===== config.mk =====
export PLATFORM = sky130hd
export DESIGN_NAME = min_priority_task_queue
export DESIGN_NICKNAME = d
export VERILOG_FILES = /design/src/rtl/core/mtq_pkg.sv /design/src/rtl/core/mtq_ram.sv /design/src/rtl/core/min_priority_task_queue.sv
export VERILOG_INCLUDE_DIRS = /design/src /design/src/rtl/core
export SDC_FILE = /design/constraint.sdc
export NUM_CORES = 2
export LEC_CHECK = 0
export ABC_AREA = 0
export BUFFER_PORTS_ARGS = -buffer_cell sky130_fd_sc_hd__buf_2
export CAP_MARGIN = 20
export CORE_MARGIN = 2
export CORE_UTILIZATION = 45
export DETAILED_ROUTE_END_ITERATION = 6
export MAX_ROUTING_LAYER = met4
export SLEW_MARGIN = 15
export SYNTH_ARGS = -nofsm -noshare
export SYNTH_HDL_FRONTEND = slang
export SYNTH_SLANG_ARGS = --single-unit

===== constraint.sdc =====
create_clock -name aclk -period 6.75 [get_ports aclk]
set_input_delay 0.675 -clock aclk [delete_from_list [all_inputs] [get_ports aclk]]
set_output_delay 0.675 -clock aclk [all_outputs]
set_load 0.03 [all_outputs]

===== src/rtl/core/min_priority_task_queue_assert.svh =====
// assertion macros for the task queue
`ifndef MIN_PRIORITY_TASK_QUEUE_ASSERT_SVH
`define MIN_PRIORITY_TASK_QUEUE_ASSERT_SVH
`ifndef ASSERT_OFF
`define MTQ_ASSERT(label, clk, rstn, prop) \
    label: assert property (@(posedge clk) disable iff (!rstn) prop) \
        else $error("assertion failed");
`define MTQ_ASSERT_NORST(label, clk, prop) \
    label: assert property (@(posedge clk) prop) else $error("assertion failed");
`else
`define MTQ_ASSERT(label, clk, rstn, prop)
`define MTQ_ASSERT_NORST(label, clk, prop)
`endif
`endif


===== src/rtl/core/mtq_pkg.sv =====
// shared types and codes of the task queue
package mtq_pkg;
    typedef struct packed {
        logic [15:0] score;
        logic [15:0] tag;
    } entry_t;

    typedef logic [1:0] status_t;
    localparam status_t STAT_OK        = 2'd0;
    localparam status_t STAT_POP_EMPTY = 2'd1;
    localparam status_t STAT_PUSH_FULL = 2'd2;

    localparam logic OP_PUSH = 1'b0;
    localparam logic OP_POP  = 1'b1;
endpackage


===== src/rtl/core/mtq_ram.sv =====
// task store: one write port, one registered read port
module mtq_ram #(
    parameter int DEPTH = 64,
    parameter int AW    = 6
) (
    input  logic            aclk,
    input  logic            we,
    input  logic [AW-1:0]   waddr,
    input  mtq_pkg::entry_t wdata,
    input  logic            re,
    input  logic [AW-1:0]   raddr,
    output mtq_pkg::entry_t rdata
);
    import mtq_pkg::*;

    entry_t mem [DEPTH];

    // write port
    always_ff @(posedge aclk) begin
        if (we) begin
            mem[waddr] <= wdata;
        end
    end

    // read port, registered
    always_ff @(posedge aclk) begin
        if (re) begin
            rdata <= mem[raddr];
        end
    end
endmodule


===== src/rtl/core/min_priority_task_queue.sv =====
// top level of the bounded min-score task queue
// Bounded priority queue of tasks (tag, score); a pop returns the lowest score,
// equal scores leave first in, first out.
// Input channel s_*: one request per handshake, s_op 0 pushes, 1 pops.
// Result channel m_*: exactly one result per request, in request order,
// carrying status, popped task, occupancy and empty flag.
// The store is a circular buffer in one RAM kept sorted by score.
// A pop reads the head entry, which passes through ST_POP_DATA and ST_FIN to the result.
// A push walks back from the tail, moving each entry with a greater score
// one place on (ST_PSH_RD, then ST_PSH_CMP, for each entry), then writes the new task.
// Errors (pop on empty, push on full) go from ST_IDLE straight to ST_FIN and the result stage.
// The next request is taken once the result stage has been loaded, while
// that result may still wait for the receiver.
// When m_ready stays low the finished result is held and the next request
// waits in its final stage; nothing is lost.
// Reset clears the count, head pointer and handshake state; the RAM needs
// no clearing since only written entries are ever read.
module min_priority_task_queue #(
    parameter int CAPACITY = 64
) (
    input  logic        aclk,
    input  logic        aresetn,
    input  logic        s_valid,
    output logic        s_ready,
    input  logic        s_op,
    input  logic [15:0] s_task_tag,
    input  logic [15:0] s_score,
    output logic        m_valid,
    input  logic        m_ready,
    output logic [1:0]  m_status,
    output logic [15:0] m_out_tag,
    output logic [15:0] m_out_score,
    output logic [6:0]  m_occupancy,
    output logic        m_queue_empty
);
    import mtq_pkg::*;

`include "min_priority_task_queue_assert.svh"

    localparam int AW = (CAPACITY > 1) ? $clog2(CAPACITY) : 1;
    localparam int CW = $clog2(CAPACITY + 1);
    localparam int SW = CW + 1;
    localparam logic [CW-1:0] CAP_C  = CW'(CAPACITY);
    localparam logic [AW-1:0] LAST_A = AW'(CAPACITY - 1);

    typedef enum logic [2:0] {
        ST_IDLE, ST_POP_DATA, ST_PSH_RD, ST_PSH_CMP, ST_FIN
    } state_t;

    state_t        state_reg, state_next;
    logic [CW-1:0] count_reg, count_next;
    logic [AW-1:0] head_reg, head_next;
    logic [AW-1:0] phys_reg, phys_next;
    logic [CW-1:0] pos_reg, pos_next;
    entry_t        new_reg, new_next;
    status_t       pend_status_reg, pend_status_next;
    entry_t        pend_reg, pend_next;
    logic          m_valid_reg, m_valid_next;
    status_t       m_status_reg, m_status_next;
    entry_t        m_task_reg, m_task_next;
    logic [6:0]    m_occ_reg, m_occ_next;
    logic          m_empty_reg, m_empty_next;

    logic          ram_we, ram_re;
    logic [AW-1:0] ram_waddr, ram_raddr;
    entry_t        ram_wdata, ram_rdata;

    logic [SW-1:0] tail_sum;
    logic [AW-1:0] tail_addr, phys_prev, head_succ;

    mtq_ram #(.DEPTH(CAPACITY), .AW(AW)) u_ram (
        .aclk  (aclk),
        .we    (ram_we),
        .waddr (ram_waddr),
        .wdata (ram_wdata),
        .re    (ram_re),
        .raddr (ram_raddr),
        .rdata (ram_rdata)
    );

    // circular address arithmetic
    always_comb begin
        tail_sum = SW'(head_reg) + SW'(count_reg);
        if (tail_sum >= SW'(CAPACITY)) begin
            tail_sum = tail_sum - SW'(CAPACITY);
        end
        tail_addr = tail_sum[AW-1:0];
        phys_prev = (phys_reg == '0) ? LAST_A : phys_reg - AW'(1);
        head_succ = (head_reg == LAST_A) ? '0 : head_reg + AW'(1);
    end

    // sequencer
    always_comb begin
        state_next       = state_reg;
        count_next       = count_reg;
        head_next        = head_reg;
        phys_next        = phys_reg;
        pos_next         = pos_reg;
        new_next         = new_reg;
        pend_status_next = pend_status_reg;
        pend_next        = pend_reg;
        m_valid_next     = m_valid_reg && !m_ready;
        m_status_next    = m_status_reg;
        m_task_next      = m_task_reg;
        m_occ_next       = m_occ_reg;
        m_empty_next     = m_empty_reg;
        ram_we           = 1'b0;
        ram_re           = 1'b0;
        ram_waddr        = phys_reg;
        ram_raddr        = phys_prev;
        ram_wdata        = new_reg;
        unique case (state_reg)
            ST_IDLE: begin
                if (s_valid) begin
                    new_next  = '{score: s_score, tag: s_task_tag};
                    pend_next = '0;
                    if (s_op == OP_POP) begin
                        if (count_reg == '0) begin
                            pend_status_next = STAT_POP_EMPTY;
                            state_next       = ST_FIN;
                        end else begin
                            ram_re     = 1'b1;
                            ram_raddr  = head_reg;
                            state_next = ST_POP_DATA;
                        end
                    end else begin
                        if (count_reg >= CAP_C) begin
                            pend_status_next = STAT_PUSH_FULL;
                            state_next       = ST_FIN;
                        end else begin
                            phys_next  = tail_addr;
                            pos_next   = count_reg;
                            state_next = ST_PSH_RD;
                        end
                    end
                end
            end
            ST_POP_DATA: begin
                pend_next        = ram_rdata;
                pend_status_next = STAT_OK;
                head_next        = head_succ;
                count_next       = count_reg - CW'(1);
                state_next       = ST_FIN;
            end
            ST_PSH_RD: begin
                if (pos_reg == '0) begin
                    ram_we           = 1'b1;
                    count_next       = count_reg + CW'(1);
                    pend_status_next = STAT_OK;
                    state_next       = ST_FIN;
                end else begin
                    ram_re     = 1'b1;
                    state_next = ST_PSH_CMP;
                end
            end
            ST_PSH_CMP: begin
                ram_we = 1'b1;
                if (ram_rdata.score > new_reg.score) begin
                    // shift the larger entry one place towards the tail
                    ram_wdata  = ram_rdata;
                    phys_next  = phys_prev;
                    pos_next   = pos_reg - CW'(1);
                    state_next = ST_PSH_RD;
                end else begin
                    count_next       = count_reg + CW'(1);
                    pend_status_next = STAT_OK;
                    state_next       = ST_FIN;
                end
            end
            ST_FIN: begin
                if (!m_valid_reg || m_ready) begin
                    m_valid_next  = 1'b1;
                    m_status_next = pend_status_reg;
                    m_task_next   = pend_reg;
                    m_occ_next    = 7'(count_reg);
                    m_empty_next  = (count_reg == '0);
                    state_next    = ST_IDLE;
                end
            end
            default: begin
                state_next = ST_IDLE;
            end
        endcase
    end

    // state and result registers
    always_ff @(posedge aclk) begin
        if (!aresetn) begin
            state_reg   <= ST_IDLE;
            count_reg   <= '0;
            head_reg    <= '0;
            m_valid_reg <= 1'b0;
        end else begin
            state_reg   <= state_next;
            count_reg   <= count_next;
            head_reg    <= head_next;
            m_valid_reg <= m_valid_next;
        end
        phys_reg        <= phys_next;
        pos_reg         <= pos_next;
        new_reg         <= new_next;
        pend_status_reg <= pend_status_next;
        pend_reg        <= pend_next;
        m_status_reg    <= m_status_next;
        m_task_reg      <= m_task_next;
        m_occ_reg       <= m_occ_next;
        m_empty_reg     <= m_empty_next;
    end

    assign s_ready       = (state_reg == ST_IDLE);
    assign m_valid       = m_valid_reg;
    assign m_status      = m_status_reg;
    assign m_out_tag     = m_task_reg.tag;
    assign m_out_score   = m_task_reg.score;
    assign m_occupancy   = m_occ_reg;
    assign m_queue_empty = m_empty_reg;

    // checks
    `MTQ_ASSERT(a_count_bound, aclk, aresetn, count_reg <= CAP_C)
    `MTQ_ASSERT(a_empty_err, aclk, aresetn,
        (m_valid && m_status == STAT_POP_EMPTY) |-> m_queue_empty)
    `MTQ_ASSERT(a_full_err, aclk, aresetn,
        (m_valid && m_status == STAT_PUSH_FULL) |-> (m_occupancy == 7'(CAPACITY)))
    `MTQ_ASSERT(a_ram_order, aclk, aresetn, (state_reg == ST_PSH_CMP) |-> $past(ram_re))
endmodule


== Yosys cells after proc, flatten, opt, wreduce, memory -nomap -nowiden ==
Memories as Yosys holds them, arrays and structs flattened. A register that Yosys moved wholly into a read port is not among the register bits.
Cells that the tools add are included.

* Flip-flop bits (word level): 138
* RAM bits: 2048
* Input bits: 37
* Output and inout bits: 44
* Word-level logic and storage cells: 110
* Memories kept: 1

* $add $sub $neg: 7
* Magnitude comparators: 3
* Equality and inequality tests: 14
* Mux-type cells: 50
* Reductions and logical operators: 19

{| class="wikitable"
|+ Memory list
! memory !! words !! bits a word !! rd ports !! clocked after Yosys merged registers in !! write ports !! line !! source
|-
| u_ram.mem || 64 || 32 || 1 || 1 || 1 || mtq_ram.sv:16 || <nowiki>entry_t mem [DEPTH];</nowiki>
|}

{| class="wikitable"
|+ Operators by type and width
! cell !! number
|-
| $mux W32 || 3
|-
| $mux W6 || 11
|-
| $pmux W32 S2 || 1
|-
| $mux W7 || 6
|-
| $mux W3 || 7
|-
| $pmux W7 S3 || 1
|-
| $gt A16 B16 Y1 || 1
|-
| $pmux W3 S5 || 1
|-
| $logic_not A7 Y1 || 2
|-
| $ne A2 B2 Y1 const B || 7
|-
| $pmux W7 S2 || 1
|-
| $sub A7 B1 Y7 const B || 2
|-
| $mux W2 || 6
|-
| $pmux W6 S2 || 1
|-
| $sub A6 B1 Y6 const B || 2
|-
| $mux W1 || 9
|-
| $add A6 B7 Y8 || 1
|-
| $ge A8 B7 Y1 const B || 1
|-
| $pmux W2 S4 || 1
|-
| $reduce_and A2 Y1 || 4
|-
| $add A7 B1 Y7 const B || 1
|-
| $ge A7 B7 Y1 const B || 1
|-
| $add A6 B1 Y6 const B || 1
|-
| $eq A3 B2 Y1 const B || 2
|-
| other kinds (17) || 20
|}

== Longest topological paths before layout ==
* Depth in word-level cells: 7
* Mapped depth: 16
* Gate-level depth less buffers: 12

== Modules after synthesis ==
A second synthesis with hierarchy kept.

* Cell total of the unflattened synthesis: 3790
* Area, all modules: 85140.4 um^2

{| class="wikitable"
|+ Modules (own cells, without submodules)
! module !! instances !! cells each !! area an instance (um^2)
|-
| mtq_ram || 1 || 3324 || 78835.6
|-
| min_priority_task_queue || 1 || 466 || 6304.8
|}

== Worst setup path before layout ==
OpenSTA, ideal clock, no wires.

* Kind: register to register
* From: reg, netlist name u_ram.rdata[25]
* To: mem u_ram.mem[0][17] (netlist name), data pin
* Data arrival time: 4.664 ns
* Path slack: 1.384 ns
* Cell stages (with the launch flop): 12
* Period minus slack after synthesis: 5.366 ns
* Cell sequence: edfxtp_1 ha_1 a21o_1 a21o_1 a21o_1 a21oi_1 nor2_1 a211oi_1 nor2_1 clkbuf_1 clkbuf_1 o21ai_0

{| class="wikitable"
|+ RTL lines
! element !! line
|-
| end: declaration || mtq_ram.sv:16
|}

== Worst setup path after layout ==
* From: reg count_reg[2]
* To: reg, netlist name u_ram.rdata[26]

* Word-level cells in the longest chain between the ends: 5
* Elaborated cells on any way between the ends: 9
* Those cells by class: 8 x mux; 1 x reduce/logical

{| class="wikitable"
|+ Ends and longest elaborated chain
! element !! line !! source
|-
| start: declaration || min_priority_task_queue.sv:51 || <nowiki>logic [CW-1:0] count_reg, count_next;</nowiki>
|-
| start signal: assignment || min_priority_task_queue.sv:195 || <nowiki>count_reg <= count_next;</nowiki>
|-
| $logic_not A7 Y1 (*) || min_priority_task_queue.sv:118 || <nowiki>if (count_reg == '0) begin</nowiki>
|-
| $mux W1 / $mux W6 (equally long branches) || min_priority_task_queue.sv:118 ||
|-
| $mux W1 / $mux W6 (equally long branches) || min_priority_task_queue.sv:117 || <nowiki>if (s_op == OP_POP) begin</nowiki>
|-
| $mux W1 / $mux W6 (equally long branches) || min_priority_task_queue.sv:114 || <nowiki>if (s_valid) begin</nowiki>
|-
| $pmux W1 S2 / $mux W6 (equally long branches) || min_priority_task_queue.sv:112 || <nowiki>unique case (state_reg)</nowiki>
|}

Mark *: on every way between the ends. The rest lies on a longest branch, timed or not.
A chain may end at the register's enable or synchronous reset.

==> out/summary.txt <==
status: finished, final reports clean
number of synthesized flops with an enable pin: 2201
mapped cell area: 0.0877 mm²
critical-path cell list: or4_4, o211ai_4, mux2i_4, nor2_1, nand3_1, buf_4, a21oi_1, or4_1, a311oi_1
complex-gate fraction of the synthesized area: 0.0410
total negative slack: 0 ns
Root Buffer: clkbuf_16
Biggest register: u_ram.mem
Post-Place Cell Area: 0.0919 mm²
CTS tree: yes
GPL Wtd Cong: 0.861
via count of the first global-routing pass: 52800
worst reg2reg startpoint: count_reg[2]
Synth Area in Simple Gates: 0.161
total of max-cap violations: 0
CP max FO: 14
Seq/Total Area, Yosys: 0.758
Setup violations, final: 0
synthesis-stage register bit count: 2218
placed instance count: 9040
largest family of logic cells by synthesized area: simple AND/OR/NAND/NOR gates
initial antenna violation count: 8
Final Max Slew Viols: 0
achievable clock frequency: 180 MHz
Synth warnings: 0
total power: 49800 µW
Tmin final: 5.55 ns
Final Net Count: 6838
most frequent cell after synthesis: edfxtp_1
DRT antenna net count: 0
multiplexer area fraction after synthesis: 0.0111
Net Count, Synth: 6707
hold path start: s_score[1]
Critical-path top delay cell: mux2i_4
Layout area overhead: 13.2%
share of layout cells above drive strength 1: 0.105
fin area: 0.0992 mm²
r2r endpoint: u_ram.rdata[26]
xor-xnor portion of the synthesized cell area: 0.00180
H-tree Lvls: 4
Die Wd: 445 µm
Post-CTS Setup Bufs: 0
Synth async-reset ratio: 0
Filler Cells Inserted: 16000
slew of the pin with the lowest slew margin: 1.16 ns
first-pass GRT wire length: 380000 µm
worst skew pair latency: 0.87 ns
Synth area leaders: edfxtp_1, nand2_1, nand3_1, a21oi_1, buf_2
unrepaired setup endpoints after global routing: no
Non-Filler Instances: 9495
Most used DFF post-synth: edfxtp_1
Die Footprint: 0.198 mm²
hold buffer count at CTS: 31
share of the synthesized area in the top cell type: 0.754
Site Rows: 161
Initial Utilization: 0.454
crit end category: flop
Final period util: 0.823
DRC Markers: 0
clk_skew: 0.0384 ns
maximum number of pins on one net before global-route repair: 123
Leakage: 0.0338 µW
clock-pin slew on the worst setup and hold paths: 0.06 ns
Slew headroom: 0.223
1st-pass router iterations: 6
library cells used by synthesis: 68
WL per Instance: 28.1 µm
Tot GR Track Use: 0.273
Final Hold Violating Endpoints: 0
IO Pins: 81
hold crit path type: input pin to flop
Worst path max stage delay: 1.03 ns
Synth Area in Adders: 0.00488
Worst setup SP type: flop
Avg Cell Area, Syn: 13.2 µm²
Min-Delay Path Depth: 1
Clock Sinks: 2218
area leader, netlist: edfxtp_1
post_cts resized: 0
Crit Path Class: flop to flop
via count: 56500
routed vias/inst: 5.95
Worst Hold Endpoint: new_reg[17]
total grt overflow: 0
Reg2Reg Setup Slack: 1.20 ns
clock tree buffer depth: 3
Synth top cells by count: edfxtp_1, nand2_1, nand3_1
Worst IR Drop VDD: 0.797 mV
Worst Path Arrival: 6.23 ns
Routed WL: 266000 µm
CTS Buf Count: 219
core footprint: 0.193 mm²
Worst Path Required: 7.42 ns
r2r worst-path depth: 9
PortBufs: 80
initial DRC count: 7322
Die Y: 445 µm
HPWL after DPL: 150000 µm
Pwr per Cell Area: 502 mW/mm²
max FFs per register: 2048
Post-Synthesis Cells: 6637
## through the flow
stage | worst slack [ns] | hold WS (ns) | util
2_1_floorplan | 1.38 | 0.400 | -
3_3_place_gp | 1.33 | 0.404 | 0.476
3_5_place_dp | 1.20 | 0.405 | 0.476
4_1_cts | 1.17 | 0.00717 | 0.514
5_1_grt | 1.11 | 0.0317 | 0.514
6_report | 1.20 | 0.0722 | 0.514
## how the worst max path moves through the flow
stage,cells past startpoint,slack (ns),to,start
2_1_floorplan,11,1.38,u_ram.mem[0][17],u_ram.rdata[25]
3_3_place_gp,9,1.33,u_ram.rdata[26],count_reg[2]
3_5_place_dp,9,1.20,u_ram.rdata[26],count_reg[2]
4_1_cts,9,1.17,u_ram.rdata[26],count_reg[2]
5_1_grt,9,1.11,u_ram.rdata[26],count_reg[2]
6_report,9,1.20,u_ram.rdata[26],count_reg[2]
## logic make-up after synthesis
kind of cell | after synthesis
simple gates | 3248
flops | 2218
compound gates | 587
buf+inv | 440
mux | 93
fa+ha+maj | 33
xor+xnor | 18
## layer usage
metal | track usage | wire [µm] | vias up
li1 | - | - | 24600
met1 | 0.373 | 107000 | 28400
met2 | 0.403 | 121000 | 3040
met3 | 0.0535 | 27500 | 457
met4 | 0.109 | 11200 | 0
met5 | - | 0 | -
## report_power, final
| group | internal, µW | switching (µW) | leakage [µW] |
|---|---|---|---|
| clock network | 6680 | 5230 | 0.00341 |
| logic | 5390 | 15300 | 0.0104 |
| registers | 16700 | 504 | 0.0200 |
## cell usage in the layout, fill, tap and decap left out, types with 49 or more instances in the layout
| master | instances |
|---|---|
| mux2i_1 | 67 |
| clkbuf_16 | 223 |
| buf_4 | 184 |
| clkinv_1 | 52 |
| edfxtp_1 | 2201 |
| nand2_1 | 1935 |
| clkbuf_1 | 50 |
| clkinv_2 | 49 |
| nand3_1 | 961 |
| nor2_4 | 68 |
| nand4_1 | 61 |
| a31oi_1 | 97 |
| a21oi_1 | 280 |
| buf_2 | 80 |
## final cells by class
class,count,area [µm²],share of cell area
Inverter,35,131,0.00132
Clock inverter,136,1130,0.0114
Multi-Input combinational cell,3979,20000,0.202
Clock buffer,277,5820,0.0587
Sequential cell,2218,66400,0.669
Timing Repair Buffer,315,2500,0.0252
Antenna cell,9,22.5,0.000227
Tap cell,2526,3160,0.0318
## critical path: cells and delay by family, from the launching register on
| family | cells | cell delay [ns] |
|---|---|---|
| and+or+nand+nor | 4 | 2.45 |
| AOI/OAI and AO/OA | 3 | 1.12 |
| muxes | 1 | 1.03 |
| DFF | 1 | 0.37 |
| buffers and inverters | 1 | 0.36 |
(Power assumes the default switching activity.)
